`config.mk`:
```
export PLATFORM = sky130hd
export DESIGN_NAME = positional_list_insert_delete_top
export DESIGN_NICKNAME = d
export VERILOG_FILES = /design/src/rtl/pli_pkg.sv /design/src/rtl/positional_list_insert_delete_top.sv /design/src/rtl/pli_ram.sv
export SDC_FILE = /design/constraint.sdc
export NUM_CORES = 1
export LEC_CHECK = 0
export BUFFER_PORTS_ARGS = -buffer_cell sky130_fd_sc_hd__buf_2
export CAP_MARGIN = 10
export CORE_MARGIN = 3
export CORE_UTILIZATION = 62
export DETAILED_ROUTE_END_ITERATION = 7
export PLACE_DENSITY = 0.91
export SYNTH_ARGS = -nofsm -noshare
export SYNTH_HDL_FRONTEND = slang
export SYNTH_SLANG_ARGS = --single-unit
```
`constraint.sdc`:
```
create_clock -name clk -period 16 [get_ports clk]
set_clock_uncertainty 0.2 [all_clocks]
set_input_delay 3.2 -clock clk [delete_from_list [all_inputs] [get_ports clk]]
set_output_delay 3.2 -clock clk [all_outputs]
set_load 0.03 [all_outputs]
```
`src/rtl/pli_pkg.sv`:
```
`timescale 1ns / 1ps
`default_nettype none
package pli_pkg;

  localparam int DEPTH_DEF      = 16;
  localparam int DATA_WIDTH_DEF = 32;

  // fixed field widths on the stream ports
  localparam int VAL_W       = 32;
  localparam int POS_W       = 5;
  localparam int CNT_OUT_W   = 5;
  localparam int FUNC_W      = 3;
  localparam int STAT_W      = 2;
  localparam int IN_TDATA_W  = 40;
  localparam int OUT_TDATA_W = 40;

  typedef enum logic [FUNC_W-1:0] {
    FN_INS_POS = 3'd0,
    FN_INS_END = 3'd1,
    FN_DEL_POS = 3'd2,
    FN_DEL_END = 3'd3,
    FN_LIST    = 3'd4
  } func_t;

  typedef enum logic [STAT_W-1:0] {
    STAT_OK      = 2'd0,
    STAT_INVALID = 2'd1,
    STAT_FULL    = 2'd2,
    STAT_EMPTY   = 2'd3
  } stat_t;

  typedef enum logic [1:0] {
    S_IDLE,
    S_SHIFT,
    S_LIST,
    S_DONE
  } state_t;

endpackage
`default_nettype wire

```
`src/rtl/positional_list_insert_delete_top.sv`:
```
`timescale 1ns / 1ps
`default_nettype none
// Ordered list of up to DEPTH words held in a simple dual-port RAM (one write,
// one registered read per cycle). One input word is handled at a time.
// Insert and delete move every entry behind the position by one place, one
// entry per cycle through the RAM; insert or delete at the end moves nothing.
// List all streams one element per cycle while out_tready stays high; a full
// output register stalls the stream until it is taken. The output register
// lets a finished result wait while the next word is taken. No clearing pass
// is needed after reset.
module positional_list_insert_delete_top #(
  parameter int DEPTH      = pli_pkg::DEPTH_DEF,
  parameter int DATA_WIDTH = pli_pkg::DATA_WIDTH_DEF
) (
  input  wire logic                               clk,
  input  wire logic                               rst_n,
  input  wire logic                               in_tvalid,
  output logic                                    in_tready,
  // [31:0] value, [36:32] position, rest zero
  input  wire logic [pli_pkg::IN_TDATA_W-1:0]     in_tdata,
  // [2:0] func
  input  wire logic [pli_pkg::FUNC_W-1:0]         in_tuser,
  output logic                                    out_tvalid,
  input  wire logic                               out_tready,
  // [31:0] element, [36:32] element_count, rest zero
  output logic      [pli_pkg::OUT_TDATA_W-1:0]    out_tdata,
  // [1:0] status
  output logic      [pli_pkg::STAT_W-1:0]         out_tuser,
  output logic                                    out_tlast
);

  localparam int AW   = $clog2(DEPTH);
  localparam int CW   = $clog2(DEPTH + 1);
  localparam int PW   = pli_pkg::POS_W;
  localparam int VW   = pli_pkg::VAL_W;
  localparam int CO   = pli_pkg::CNT_OUT_W;
  localparam int CMPW = ((CW > PW) ? CW : PW) + 1;
  localparam int PADW = pli_pkg::OUT_TDATA_W - VW - CO;

  pli_pkg::state_t state_r, state_nxt;
  logic [CW-1:0]          cnt_r, cnt_nxt;
  logic [CW-1:0]          left_r, left_nxt;
  logic [AW-1:0]          ptr_r, ptr_nxt;
  logic [AW-1:0]          wa_r, wa_nxt;
  logic [AW-1:0]          idx_r, idx_nxt;
  logic                   ins_r, ins_nxt;
  logic [DATA_WIDTH-1:0]  val_r, val_nxt;
  pli_pkg::stat_t         st_r, st_nxt;
  logic                   pend_r, pend_nxt;
  logic                   rlast_r, rlast_nxt;

  logic                   out_valid_r;
  logic [VW-1:0]          out_elem_r;
  logic                   out_last_r;
  logic [CO-1:0]          out_cnt_r;
  pli_pkg::stat_t         out_st_r;

  logic                   out_free;
  logic                   out_load;
  logic [VW-1:0]          o_elem;
  logic                   o_last;
  logic [CO-1:0]          o_cnt;
  pli_pkg::stat_t         o_st;

  logic                   ram_we;
  logic [AW-1:0]          ram_waddr;
  logic [DATA_WIDTH-1:0]  ram_wdata;
  logic                   ram_re;
  logic [DATA_WIDTH-1:0]  rd_data;

  logic [CMPW-1:0]        pos_x;
  logic [CMPW-1:0]        cnt_x;
  logic                   full;
  pli_pkg::func_t         func;

  assign pos_x    = CMPW'(in_tdata[VW +: PW]);
  assign cnt_x    = CMPW'(cnt_r);
  assign full     = (cnt_r == CW'(DEPTH));
  assign func     = pli_pkg::func_t'(in_tuser);
  assign out_free = !out_valid_r || out_tready;

  assign in_tready  = (state_r == pli_pkg::S_IDLE);
  assign out_tvalid = out_valid_r;
  assign out_tdata  = {{PADW{1'b0}}, out_cnt_r, out_elem_r};
  assign out_tuser  = out_st_r;
  assign out_tlast  = out_last_r;

  pli_ram #(
    .DEPTH      (DEPTH),
    .DATA_WIDTH (DATA_WIDTH)
  ) u_ram (
    .clk   (clk),
    .we    (ram_we),
    .waddr (ram_waddr),
    .wdata (ram_wdata),
    .re    (ram_re),
    .raddr (ptr_r),
    .rdata (rd_data)
  );

  // Shifts read one entry and write the previously read one two places away,
  // so a read never hits an entry still waiting for its write.
  always_comb begin
    state_nxt = state_r;
    cnt_nxt   = cnt_r;
    left_nxt  = left_r;
    ptr_nxt   = ptr_r;
    wa_nxt    = wa_r;
    idx_nxt   = idx_r;
    ins_nxt   = ins_r;
    val_nxt   = val_r;
    st_nxt    = st_r;
    pend_nxt  = pend_r;
    rlast_nxt = rlast_r;
    ram_we    = 1'b0;
    ram_waddr = wa_r;
    ram_wdata = rd_data;
    ram_re    = 1'b0;
    out_load  = 1'b0;
    o_elem    = '0;
    o_last    = 1'b1;
    o_cnt     = CO'(cnt_r);
    o_st      = st_r;

    unique case (state_r)
      pli_pkg::S_IDLE: begin
        if (in_tvalid) begin
          val_nxt   = DATA_WIDTH'(in_tdata[VW-1:0]);
          st_nxt    = pli_pkg::STAT_OK;
          state_nxt = pli_pkg::S_DONE;
          unique case (func)
            pli_pkg::FN_INS_POS: begin
              if (full) begin
                st_nxt = pli_pkg::STAT_FULL;
              end else if (pos_x == '0 || pos_x > cnt_x + 1'b1) begin
                st_nxt = pli_pkg::STAT_INVALID;
              end else begin
                ins_nxt   = 1'b1;
                idx_nxt   = AW'(pos_x - 1'b1);
                ptr_nxt   = AW'(cnt_x - 1'b1);
                left_nxt  = CW'(cnt_x + 1'b1 - pos_x);
                state_nxt = pli_pkg::S_SHIFT;
              end
            end
            pli_pkg::FN_INS_END: begin
              if (full) begin
                st_nxt = pli_pkg::STAT_FULL;
              end else begin
                ins_nxt   = 1'b1;
                idx_nxt   = AW'(cnt_r);
                left_nxt  = '0;
                state_nxt = pli_pkg::S_SHIFT;
              end
            end
            pli_pkg::FN_DEL_POS: begin
              if (cnt_r == '0) begin
                st_nxt = pli_pkg::STAT_EMPTY;
              end else if (pos_x == '0 || pos_x > cnt_x) begin
                st_nxt = pli_pkg::STAT_INVALID;
              end else begin
                ins_nxt   = 1'b0;
                ptr_nxt   = AW'(pos_x);
                left_nxt  = CW'(cnt_x - pos_x);
                state_nxt = pli_pkg::S_SHIFT;
              end
            end
            pli_pkg::FN_DEL_END: begin
              if (cnt_r == '0) begin
                st_nxt = pli_pkg::STAT_EMPTY;
              end else begin
                ins_nxt   = 1'b0;
                left_nxt  = '0;
                state_nxt = pli_pkg::S_SHIFT;
              end
            end
            pli_pkg::FN_LIST: begin
              if (cnt_r == '0) begin
                st_nxt = pli_pkg::STAT_EMPTY;
              end else begin
                ptr_nxt   = '0;
                left_nxt  = cnt_r;
                pend_nxt  = 1'b0;
                state_nxt = pli_pkg::S_LIST;
              end
            end
            default: begin
              // unused codes: no-op, ok status
            end
          endcase
        end
      end

      pli_pkg::S_SHIFT: begin
        if (pend_r) begin
          ram_we    = 1'b1;
          ram_waddr = wa_r;
          ram_wdata = rd_data;
        end
        if (left_r != '0) begin
          ram_re   = 1'b1;
          pend_nxt = 1'b1;
          wa_nxt   = ins_r ? ptr_r + 1'b1 : ptr_r - 1'b1;
          ptr_nxt  = ins_r ? ptr_r - 1'b1 : ptr_r + 1'b1;
          left_nxt = left_r - 1'b1;
        end else begin
          pend_nxt = 1'b0;
          if (!pend_r) begin
            if (ins_r) begin
              ram_we    = 1'b1;
              ram_waddr = idx_r;
              ram_wdata = val_r;
              cnt_nxt   = cnt_r + 1'b1;
            end else begin
              cnt_nxt   = cnt_r - 1'b1;
            end
            o_cnt = CO'(cnt_nxt);
            if (out_free) begin
              out_load  = 1'b1;
              state_nxt = pli_pkg::S_IDLE;
            end else begin
              state_nxt = pli_pkg::S_DONE;
            end
          end
        end
      end

      pli_pkg::S_LIST: begin
        if (pend_r && out_free) begin
          out_load = 1'b1;
          o_elem   = VW'(rd_data);
          o_last   = rlast_r;
          o_st     = pli_pkg::STAT_OK;
          pend_nxt = 1'b0;
          if (rlast_r) begin
            state_nxt = pli_pkg::S_IDLE;
          end
        end
        if (left_r != '0 && (!pend_r || out_free)) begin
          ram_re    = 1'b1;
          pend_nxt  = 1'b1;
          rlast_nxt = (left_r == CW'(1));
          ptr_nxt   = ptr_r + 1'b1;
          left_nxt  = left_r - 1'b1;
        end
      end

      pli_pkg::S_DONE: begin
        if (out_free) begin
          out_load  = 1'b1;
          state_nxt = pli_pkg::S_IDLE;
        end
      end

      default: begin
        state_nxt = pli_pkg::S_IDLE;
      end
    endcase
  end

  always_ff @(posedge clk) begin
    if (!rst_n) begin
      state_r     <= pli_pkg::S_IDLE;
      cnt_r       <= '0;
      pend_r      <= 1'b0;
      out_valid_r <= 1'b0;
    end else begin
      state_r     <= state_nxt;
      cnt_r       <= cnt_nxt;
      pend_r      <= pend_nxt;
      out_valid_r <= out_load | (out_valid_r & ~out_tready);
    end
  end

  always_ff @(posedge clk) begin
    left_r  <= left_nxt;
    ptr_r   <= ptr_nxt;
    wa_r    <= wa_nxt;
    idx_r   <= idx_nxt;
    ins_r   <= ins_nxt;
    val_r   <= val_nxt;
    st_r    <= st_nxt;
    rlast_r <= rlast_nxt;
    if (out_load) begin
      out_elem_r <= o_elem;
      out_last_r <= o_last;
      out_cnt_r  <= o_cnt;
      out_st_r   <= o_st;
    end
  end

  a_cnt_range: assert property (@(posedge clk) disable iff (!rst_n)
    cnt_r <= CW'(DEPTH))
    else $error("element count above depth");

  a_cnt_only_on_shift: assert property (@(posedge clk) disable iff (!rst_n)
    state_r != pli_pkg::S_SHIFT |=> cnt_r == $past(cnt_r))
    else $error("count changed outside an insert or delete");

  a_write_only_on_shift: assert property (@(posedge clk) disable iff (!rst_n)
    ram_we |-> state_r == pli_pkg::S_SHIFT)
    else $error("RAM written outside an insert or delete");

  a_list_word_in_list: assert property (@(posedge clk) disable iff (!rst_n)
    out_valid_r && !out_last_r |-> state_r == pli_pkg::S_LIST)
    else $error("non-final word outside list all");

endmodule
`default_nettype wire

```
`src/rtl/pli_ram.sv`:
```
`timescale 1ns / 1ps
`default_nettype none
module pli_ram #(
  parameter int DEPTH      = pli_pkg::DEPTH_DEF,
  parameter int DATA_WIDTH = pli_pkg::DATA_WIDTH_DEF
) (
  input  wire logic                     clk,
  input  wire logic                     we,
  input  wire logic [$clog2(DEPTH)-1:0] waddr,
  input  wire logic [DATA_WIDTH-1:0]    wdata,
  input  wire logic                     re,
  input  wire logic [$clog2(DEPTH)-1:0] raddr,
  output logic      [DATA_WIDTH-1:0]    rdata
);

  logic [DATA_WIDTH-1:0] mem [DEPTH];

  always_ff @(posedge clk) begin
    if (we) begin
      mem[waddr] <= wdata;
    end
  end

  // read data holds until the next read
  always_ff @(posedge clk) begin
    if (re) begin
      rdata <= mem[raddr];
    end
  end

endmodule
`default_nettype wire

```
==> impl_metrics.csv, run 1 <==
group,metric,value,unit
status,status,"completed",
grt,grt_pass1_vias,13900,
power_and_ir_drop,powerDensity,169,nW/um^2
power_and_ir_drop,leakagePower,9.48,nW
synthesis,synth_area_leader_cell,"edfxtp_1",
clock_network,cts.sinks,646,
synthesis,syn_area,26000,sq um
setup_path,critPathSlowestCell,"o31ai_1",
clock_network,cts_resized,0,
synthesis,synthSimpleGateAreaFrac,3.37,%
grt,grt_overflow,0,
clock_network,cts_htree_levels,2,
synthesis,synth_seq_cells,646,
drt,drc,0,
floorplanning,fp-row-count,74,
floorplanning,ios,92,
sta,setup_tns,0,ns
drt,vias,13200,
synthesis,yosysTopAreaCellShare,73.5,%
setup_path,critPathCaptureType,"flip-flop",
floorplanning,fp.dieH,211,um
clock_network,cts_buffer_depth,3,
synthesis,synth_compound_area_share,2.33,%
grt,grt_use_total,28.4,%
sta,fin_crit,5.26,ns
clock_network,cts_root_buffer,"clkbuf_16",
drt,drt_iter0_drc,1758,
final_layout,n_antenna_cell,0,
setup_path,crit_buf_inv,2,
placement,portBuffers,85,
synthesis,netlist_instances,1267,
clock_network,ctsHoldBuffers,0,
synthesis,yosysWarnings,0,
drt,wirelength,61300,um
setup_path,start_kind,"input port",
grt,antenna_found_initial,1,
grt,grt_pass1_wl,90900,um
final_layout,drive_gt1_share,29.8,%
drt,routedWlPerCell,31.3,um
synthesis,yosysUniqueCellTypes,59,
final_layout,nets,1461,
synthesis,async_flop_share,0,%
synthesis,yosysMostFrequentCell,"edfxtp_1",
floorplanning,initial_core_util,63.3,%
worst_hold_path,hold_path.class,"reg2reg",
final_layout,syn2layout_area_growth,11.7,%
sta,max-slew-margin-rel,21.8,%
clock_network,cts_tree,"built",
synthesis,ys_seq_area_share,74.2,%
power_and_ir_drop,ir_worst_vdd,171,uV
synthesis,synthTopCellsByCount,"637 x edfxtp_1, 160 x mux4_2, 38 x and2_1",
sta,finalSetupViolCount,0,
drt,dr.pass1.iters,5,
floorplanning,core_area,41100,sq um
clock_network,clk_pin_slew,0.07,ns
clock_network,postCtsSetupBuffers,0,
synthesis,synth_ff_type,"edfxtp_1",
floorplanning,dieArea,44500,sq um
synthesis,synth_edf_count,637,
setup_path,critical-path-max-stage-delay,0.67,ns
sta,rsz0062_at_grt,"no",
drt,drtAntennaViolNets,0,
clock_network,numCtsBuffers,60,
clock_network,clkLatencyLatePin,0.63,ns
placement,routabilityCongestion,0.895,
sta,period_share,32.9,%
setup_path,crit_required,16.06,ns
job,max_cap_violations,0,
synthesis,ys_top_cells_by_area,"edfxtp_1 73%, mux4_2 14%, ha_1 1.5%, mux2_2 1.5%, and2_1 0.91%",
sta,fmax,0.190,GHz
synthesis,synth_fa_ha_area_share,1.77,%
sta,worst_pin_slew,1.17,ns
setup_path,path_delay_family,"compound AO/OA/AOI/OAI gates",
floorplanning,die_w,211,um
sta,slew_violations,0,
setup_path,path_class,"in2reg",
setup_path,cp.arrival,5.33,ns
placement,hpwl,31000,um
synthesis,synth_top_family_by_area,"multiplexers",
placement,dpl.cell_count,1849,
drt,vias_per_cell,6.73,
synthesis,synth_area_per_cell,20.5,sq um
setup_path,cp_max_fo,6,
sta,finalHoldViolCount,0,
grt,grt_max_degree,133,
final_layout,fin_cells,1960,
synthesis,synth_xor_area_share,0.942,%
setup_path,path_cells,"buf_2 -> inv_1 -> ha_1 -> a21o_1 -> a21oi_1 -> a211oi_1 -> a221o_1 -> o31ai_1",
synthesis,synth_mux_area_share,15.6,%
-- registers in the layout, summed over array words and instances (netlist names), 4 cells and up --
signal / count
val_r: 32
u_ram.mem: 512
u_ram.rdata: 32
idx_r: 4
cnt_r: 5
out_cnt_r: 5
left_r: 5
ptr_r: 4
wa_r: 4
out_elem_r: 32
-- per-layer routing --
| layer | GRT usage, % | vias to the layer above | part of all wire (%) |
|---|---|---|---|
| met4 | 10.3 | 0 | 3.7 |
| li1 | - | 5383 | - |
| met3 | 5.01 | 177 | 7.9 |
| met2 | 47.8 | 825 | 52 |
| met5 | 0 | - | 0 |
| met1 | 38.2 | 6814 | 36 |
-- power breakdown --
group / leakage (nW) / switching (mW) / internal (mW)
Sequential: 5.82 / 0.0584 / 2.17
Clock: 0.934 / 0.643 / 0.790
Combinational: 2.72 / 0.707 / 0.540
Total: 9.48 / 1.41 / 3.50
-- per-stage QoR --
stage	utilization [%]	total power, mW	area, sq um	hold WS [ns]	setup slack (ns)
6_report	70.7	4.91	29100	0.341	10.74
5_1_grt	70.7	5.08	29100	0.375	10.58
4_1_cts	70.7	4.93	29100	0.346	10.75
3_5_place_dp	66.0	3.47	27100	0.331	10.09
3_3_place_gp	66.0	3.41	27100	0.324	10.15
2_1_floorplan	-	3.18	26000	0.309	8.87
-- final timing paths --
path	from	to	slack [ns]	depth (start not counted)
max	in_tdata[35]	left_r[1]$_DFFE_PP_	10.74	8
min	st_r[1]$_DFFE_PP_	out_tuser[1]$_DFFE_PP_	0.34	1
max reg2reg	state_r[1]$_SDFFE_PN0P_	u_ram.mem[3][7]$_DFFE_PP_	11.65	7
min reg2reg	st_r[1]$_DFFE_PP_	out_tuser[1]$_DFFE_PP_	0.34	1
-- worst reg2reg max path, stage by stage (launching register included) --
cell     delay [ns]
dfxtp_1        0.39
inv_1          0.10
ha_1           0.36
nand4_1        0.15
buf_4          0.64
mux2i_1        0.54
nor3_2         0.96
buf_4          0.60
-- cells in the final DEF (no fill, tap or decap), drive strengths merged, types with 3 or more instances in the layout --
cell type  count
clkbuf        65
inv           37
a21o           8
dfxtp          9
xnor2         18
xor2          10
nand4          3
conb           3
nand2         22
o21a           3
nand2b         3
nor2b         11
bufinv         6
clkinvlp      10
nor3          28
a211oi         5
ha            32
nor2          28
clkinv        25
nand3         10
o21ai         17
mux4         160
nor3b          6
buf          113
mux2i          7
nor4b          3
a21oi         30
a22oi          3
fa             3
and2          38
o22ai          6
edfxtp       637
a31oi          7
mux2          35
-- logic make-up (layout without fill, tap and decap cells) --
kind of cell	Yosys count	in the layout
other	1	3
AND/OR/NAND/NOR	162	162
adder cells (fa/ha/maj)	35	35
buffers and inverters	97	256
flip-flops	646	646
multiplexers	202	202
XOR/XNOR	28	28
AO/OA/AOI/OAI	96	96
-- layout make-up --
type                            instances  area (sq um)
Timing Repair Buffer                  113           648
Fill cell                            2354         12000
Inverter                               32           120
Multi-Input combinational cell        526          6380
Clock buffer                           65          1520
Tap cell                              532           666
Sequential cell                       646         19300
Clock inverter                         46           438
No activity file was read; power rests on OpenSTA's default activity.
==> run 2: changes to the inputs <==
--- a/config.mk
+++ b/config.mk
@@ -8,9 +8,9 @@
 export BUFFER_PORTS_ARGS = -buffer_cell sky130_fd_sc_hd__buf_2
 export CAP_MARGIN = 10
 export CORE_MARGIN = 3
-export CORE_UTILIZATION = 62
+export CORE_UTILIZATION = 56
 export DETAILED_ROUTE_END_ITERATION = 7
-export PLACE_DENSITY = 0.91
+export PLACE_DENSITY = 0.87
 export SYNTH_ARGS = -nofsm -noshare
 export SYNTH_HDL_FRONTEND = slang
 export SYNTH_SLANG_ARGS = --single-unit
==> constraint.sdc (replaced) <==
create_clock -name clk -period 4.2 [get_ports clk]
set_clock_uncertainty 0.2 [all_clocks]
set_input_delay 0.84 -clock clk [delete_from_list [all_inputs] [get_ports clk]]
set_output_delay 0.84 -clock clk [all_outputs]
set_load 0.03 [all_outputs]
==> run 2 against run 1 <==
Effect of this change: via count rose by 1.0%; hold slack got worse by 0.17 ns; clock power rose to 3.8 times the previous value; register-to-register slack got worse by 11 ns; sequential share of layout area fell by 0.83 points; largest power group unchanged; first-iteration DRC count fell by 7.0%; die area rose by 10%; combinational power rose to 3.9 times the previous value; utilization fell by 6.3 points; wire length rose by 1.2%.
==> impl_metrics.csv, run 2 (synthesized netlist as in run 1, its figures left out) <==
group,metric,value,unit
status,status,"completed",
floorplanning,ios,92,
clock_network,cts_root_buffer,"clkbuf_16",
power_and_ir_drop,p_seq_share,45.5,%
floorplanning,core_area,45700,sq um
clock_network,ctsHoldBuffers,0,
final_layout,drive_gt1_share,30.3,%
final_layout,fin_util,64.5,%
worst_hold_path,hold_depth,1,
worst_hold_path,hp-start,"in_tdata[19]",
grt,groute.layer.met2.usage,43.3,%
grt,grt_overflow,0,
floorplanning,fp-row-count,78,
placement,hpwl,31900,um
sta,finalSetupViolCount,0,
setup_path,cp.arrival,3.72,ns
drt,drt_iter0_drc,1635,
setup_path,cp_max_fo,42,
clock_network,clk_pin_slew,0.07,ns
sta,fin_crit,3.67,ns
worst_hold_path,whs_endpoint,"val_r[19]$_DFFE_PP_",
final_layout,n_antenna_cell,0,
sta,max-slew-margin-rel,23.1,%
floorplanning,initial_core_util,57.0,%
sta,slew_violations,0,
final_layout,syn2layout_area_growth,13.1,%
placement,portBuffers,85,
drt,routedWlPerCell,30.3,um
clock_network,clkLatencyLatePin,0.63,ns
grt,antenna_found_initial,1,
sta,finalHoldViolCount,0,
job,max_cap_violations,0,
final_layout,largest_reg_flops,512,
placement,postPlaceCellArea,27500,sq um
final_layout,layout_commonest_cell,"edfxtp_1",
final_layout,postLayoutCellArea,29400,sq um
drt,drc,0,
clock_network,postCtsSetupBuffers,0,
placement,routabilityCongestion,0.856,
grt,grt_pass1_vias,13800,
clock_network,cts.sinks,646,
sta,rsz0062_at_grt,"no",
worst_hold_path,hold_path.class,"in2reg",
power_and_ir_drop,p_int,13.4,mW
setup_path,crit_buf_inv,3,
sta,worst_pin_slew,1.15,ns
clock_network,numCtsBuffers,59,
clock_network,cts_resized,0,
clock_network,cts_buffer_depth,3,
setup_path,crit_required,4.24,ns
drt,wirelength,62000,um
setup_path,r2r_end,"u_ram.mem[8][0]$_DFFE_PP_",
setup_path,path_class,"reg2reg",
floorplanning,dieArea,49100,sq um
drt,vias,13300,
grt,grt_use_total,25.6,%
sta,period_share,87.4,%
power_and_ir_drop,ir_worst_vdd,450,uV
grt,grt_pass1_wl,92400,um
power_and_ir_drop,powerDensity,638,nW/um^2
sta,whs,0.168,ns
setup_path,r2r-start,"state_r[1]$_SDFFE_PN0P_",
drt,dr.pass1.iters,5,
setup_path,start_kind,"flip-flop",
power_and_ir_drop,p_comb_share,25.7,%
setup_path,critPathCaptureType,"flip-flop",
drt,vias_per_cell,6.51,
setup_path,critPathSlowestCell,"buf_4",
clock_network,cts_htree_levels,2,
power_and_ir_drop,p_sw_share,28.8,%
grt,met3_usage,4.08,%
grt,grt.busiest_layer,"met2",
sta,fmax,0.272,GHz
setup_path,path_cells,"inv_1 -> ha_1 -> nand4_1 -> buf_4 -> mux2_2 -> nor3_2 -> buf_4",
setup_path,rrSetupSlack,0.53,ns
setup_path,critical-path-max-stage-delay,0.65,ns
clock_network,cts_tree,"built",
final_layout,nets,1478,
setup_path,path_delay_family,"buffers and inverters",
floorplanning,die_w,222,um
power_and_ir_drop,p_total,18.8,mW
grt,grt_use_met1,34.0,%
setup_path,rr_worst_depth,7,
final_layout,top_register,"u_ram.mem",
drt,drtAntennaViolNets,0,
power_and_ir_drop,leakagePower,9.66,nW
setup_path,crit_path_frequent_cell,"buf_4",
power_and_ir_drop,switchingPower,5.40,mW
grt,grt_max_degree,68,
final_layout,mostFrequentLayoutCells,"637 x edfxtp_1, 160 x mux4_2, 85 x buf_2, 59 x clkbuf_16, 39 x buf_4",
floorplanning,fp.dieH,222,um
power_and_ir_drop,clkPwrFrac,28.8,%
## run 2: cell count changes in the layout (fill, tap and decap cells not counted), moves of 5 or more
cell | previous run | this run
buf_4 | 27 | 39
nor3_2 | 16 | 6
nor3_4 | 0 | 10
clkbuf_1 | 5 | 14
buf_12 | 1 | 7
clkinvlp_4 | 10 | 5
## run 2: final cells by class
class	count	area (sq um)
Inverter	32	120
Sequential cell	646	19300
Timing Repair Buffer	131	858
Tap cell	600	751
Multi-Input combinational cell	526	6450
Clock buffer	74	1540
Clock inverter	38	409
Fill cell	2896	16200
## run 2: worst max path at each step
stage	to	cells after the start	slack, ns	from
6_report	u_ram.mem[8][0]$_DFFE_PP_	7	0.53	state_r[1]$_SDFFE_PN0P_
5_1_grt	u_ram.mem[2][1]$_DFFE_PP_	8	0.39	left_r[0]$_DFFE_PP_
4_1_cts	u_ram.mem[8][0]$_DFFE_PP_	8	0.54	left_r[0]$_DFFE_PP_
3_5_place_dp	u_ram.mem[4][13]$_DFFE_PP_	7	0.64	state_r[1]$_SDFFE_PN0P_
3_3_place_gp	ptr_r[2]$_DFFE_PP_	8	0.73	in_tdata[35]
2_1_floorplan	u_ram.mem[4][0]$_DFFE_PP_	8	-0.31	left_r[0]$_DFFE_PP_
## run 2: routing by layer
metal  share of wire, %  vias to the layer above
met4                3.7                        2
li1                   -                     5431
met1                 37                     6912
met3                8.0                      157
met5              0.021                        -
met2                 51                      833
## run 2: power by group through the flow
stage                     Combinational [mW]  Clock (mW)  Sequential, mW
after global routing                    5.18        5.72            8.58
after global placement                  4.52           0            8.65
after detailed placement                4.69           0            8.66
after floorplan                         3.54           0            8.60
final                                   4.83        5.40            8.55
after CTS                               4.85        5.47            8.54
## run 2: through the flow
stage               setup WS [ns]  setup TNS [ns]  cells
floorplan                  -0.306          -55.42   1269
global placement            0.731               0   1935
detailed placement          0.643               0   1935
CTS                         0.537               0   2047
global route                0.389               0   2047
finish                      0.528               0   2047
## run 2: worst reg2reg max path: stages (launching register included)
cell	delay [ns]
dfxtp_1	0.40
inv_1	0.10
ha_1	0.38
nand4_1	0.15
buf_4	0.65
mux2_2	0.60
nor3_2	0.24
buf_4	0.58
==> run 3: changes to the inputs <==
--- a/config.mk
+++ b/config.mk
@@ -11,6 +11,8 @@
 export CORE_UTILIZATION = 56
 export DETAILED_ROUTE_END_ITERATION = 7
 export PLACE_DENSITY = 0.87
+export RECOVER_POWER = 50
 export SYNTH_ARGS = -nofsm -noshare
 export SYNTH_HDL_FRONTEND = slang
+export SYNTH_HIERARCHICAL = 1
 export SYNTH_SLANG_ARGS = --single-unit
==> run 3 against run 2 <==
Effect of this change: the flow now finishes with violations (capacitance limit, slew limit); synthesized cell count rose by 4.4%; sequential power fell by 2%; setup slack got worse by 0.25 ns; non-clock buffer count fell by 4; largest cell class unchanged; largest power group unchanged.
==> impl_metrics.csv, run 3 <==
group,metric,value,unit
drt,vias,13900,
final_layout,drive_gt1_share,22.0,%
setup_path,crit_required,4.30,ns
final_layout,top_register,"u_ram/mem",
drt,drc,0,
floorplanning,ios,92,
placement,hpwl,32000,um
placement,routabilityCongestion,0.863,
drt,drt_iter0_drc,1725,
final_layout,fin_util,63.9,%
sta,period_share,93.4,%
setup_path,path_cells,"nor3_1 -> nand2_1 -> nor3b_4 -> nand2_4 -> mux2_4 -> or3b_2 -> nor2_4 -> buf_12",
clock_network,ctsHoldBuffers,0,
power_and_ir_drop,ir_worst_vdd,397,uV
synthesis,yosysTopAreaCellShare,73.7,%
grt,grt_use_total,25.7,%
status,status,"finished with violations",
sta,worst_slack,0.278,ns
synthesis,synth_edf_count,637,
power_and_ir_drop,powerDensity,636,nW/um^2
worst_hold_path,hold_path.class,"in2reg",
floorplanning,dieArea,49000,sq um
grt,antenna_found_initial,0,
drt,routedWlPerCell,30.1,um
sta,slew_violations,158,
sta,setup_tns,0,ns
synthesis,async_flop_share,0,%
synthesis,synth_area_per_cell,19.6,sq um
synthesis,syn_area,26000,sq um
drt,drtAntennaViolNets,0,
grt,grt_overflow,0,
clock_network,numCtsBuffers,60,
synthesis,synth_seq_cells,646,
setup_path,path_delay_family,"simple AND/OR/NAND/NOR gates",
setup_path,critical-path-max-stage-delay,0.62,ns
drt,vias_per_cell,6.61,
final_layout,postLayoutCellArea,29100,sq um
final_layout,fill_cells,2851,
synthesis,ys_top_cells_by_area,"edfxtp_1 74%, mux4_2 11%, a22oi_1 1.9%, mux2_4 1.7%, ha_1 1.5%",
floorplanning,die_w,221,um
setup_path,cp.arrival,4.03,ns
setup_path,critPathSlowestCell,"or3b_2",
sta,fin_crit,3.92,ns
final_layout,largest_reg_flops,512,
worst_hold_path,hp-start,"in_tdata[18]",
synthesis,ys_seq_area_share,74.4,%
final_layout,layout_commonest_cell,"edfxtp_1",
synthesis,synth_ff_type,"edfxtp_1",
status,violations,"capacitance limit, slew limit",
setup_path,r2r-start,"left_r[2]$_DFFE_PP_",
clock_network,clk_pin_slew,0.06,ns
setup_path,start_kind,"flip-flop",
clock_network,cts.sinks,646,
sta,rsz0062_at_grt,"no",
sta,fmax,0.255,GHz
floorplanning,initial_core_util,57.0,%
clock_network,cts_root_buffer,"clkbuf_16",
clock_network,postCtsSetupBuffers,0,
clock_network,cts_tree,"built",
sta,max-slew-margin-rel,-54.4,%
synthesis,synthTopCellsByCount,"637 x edfxtp_1, 128 x mux4_2, 66 x a22oi_1",
setup_path,critPathCaptureType,"flip-flop",
setup_path,crit_start,"left_r[2]$_DFFE_PP_",
floorplanning,core_area,45600,sq um
grt,grt_max_degree,61,
grt,grt_pass1_wl,93600,um
synthesis,yosysUniqueCellTypes,63,
placement,postPlaceCellArea,27400,sq um
power_and_ir_drop,leakagePower,9.63,nW
drt,wirelength,63000,um
sta,worst_pin_slew,2.31,ns
setup_path,path_class,"reg2reg",
power_and_ir_drop,p_total,18.5,mW
clock_network,cts_resized,0,
clock_network,cts_htree_levels,2,
clock_network,clkLatencyLatePin,0.62,ns
sta,finalSetupViolCount,0,
final_layout,nets,1527,
synthesis,netlist_instances,1323,
drt,dr.pass1.iters,6,
synthesis,yosysMostFrequentCell,"edfxtp_1",
final_layout,mostFrequentLayoutCells,"637 x edfxtp_1, 128 x mux4_2, 66 x a22oi_1, 61 x nand2_1, 60 x clkbuf_16",
job,max_cap_violations,5,
final_layout,syn2layout_area_growth,12.2,%
floorplanning,fp.dieH,221,um
placement,preCtsSetupSlack,0.536,ns
setup_path,cp_max_fo,23,
synthesis,yosysWarnings,6,
synthesis,synth_area_leader_cell,"edfxtp_1",
clock_network,cts_buffer_depth,3,
placement,portBuffers,85,
setup_path,crit_buf_inv,1,
sta,finalHoldViolCount,0,
grt,grt_pass1_vias,14300,
floorplanning,fp-row-count,78,
## run 3: through the flow
step                hold slack (ns)  std cells
finish                        0.193       2095
global route                  0.173       2094
CTS                           0.165       2094
detailed placement            0.324       1983
global placement              0.322       1983
floorplan                     0.306       1325
## run 3: path summary, 6_finish.rpt
check | to | slack [ns] | cells past startpoint
max | u_ram/mem[2][11]$_DFFE_PP_ | 0.28 | 8
min | val_r[18]$_DFFE_PP_ | 0.19 | 1
max reg2reg | u_ram/mem[2][11]$_DFFE_PP_ | 0.28 | 8
min reg2reg | out_tuser[0]$_DFFE_PP_ | 0.35 | 1
## run 3: layout make-up
type                       instances  area [sq um]  area share, %
clock buffer                      66          1520           5.23
antenna                            1          2.50        0.00860
tap                              600           751           2.58
sequential                       646         19300           66.3
clock inverter                    45           374           1.29
timing repair buffer             127           797           2.74
inverter                          27           101          0.348
multi-input combinational        583          6250           21.5
## run 3: kinds of logic (layout without fill, tap and decap cells)
logic type | Yosys count | count (layout) | share of synthesized area [%]
muxes | 170 | 170 | 13.3
xor gates and xnor gates | 28 | 28 | 0.945
adders and majority gates | 35 | 35 | 1.77
AOI/OAI and AO/OA | 155 | 155 | 4.10
other | 1 | 4 | 0.0144
DFF | 646 | 646 | 74.4
and+or+nand+nor | 192 | 192 | 3.75
buffers and inverters | 96 | 265 | 1.69
## run 3: routing by layer
metal  global-route usage, %  up-vias  part of all wire [%]
li1                        -     5628                     -
met1                    33.8     7042                    36
met2                    41.1      971                    48
met3                    6.78      216                    11
met4                    11.2        0                   5.0
met5                       0        -                     0
## run 3: where the power goes
| part | internal (mW) | switching, mW |
|---|---|---|
| logic | 1.86 | 2.94 |
| clock network | 2.93 | 2.38 |
| registers | 8.16 | 0.264 |
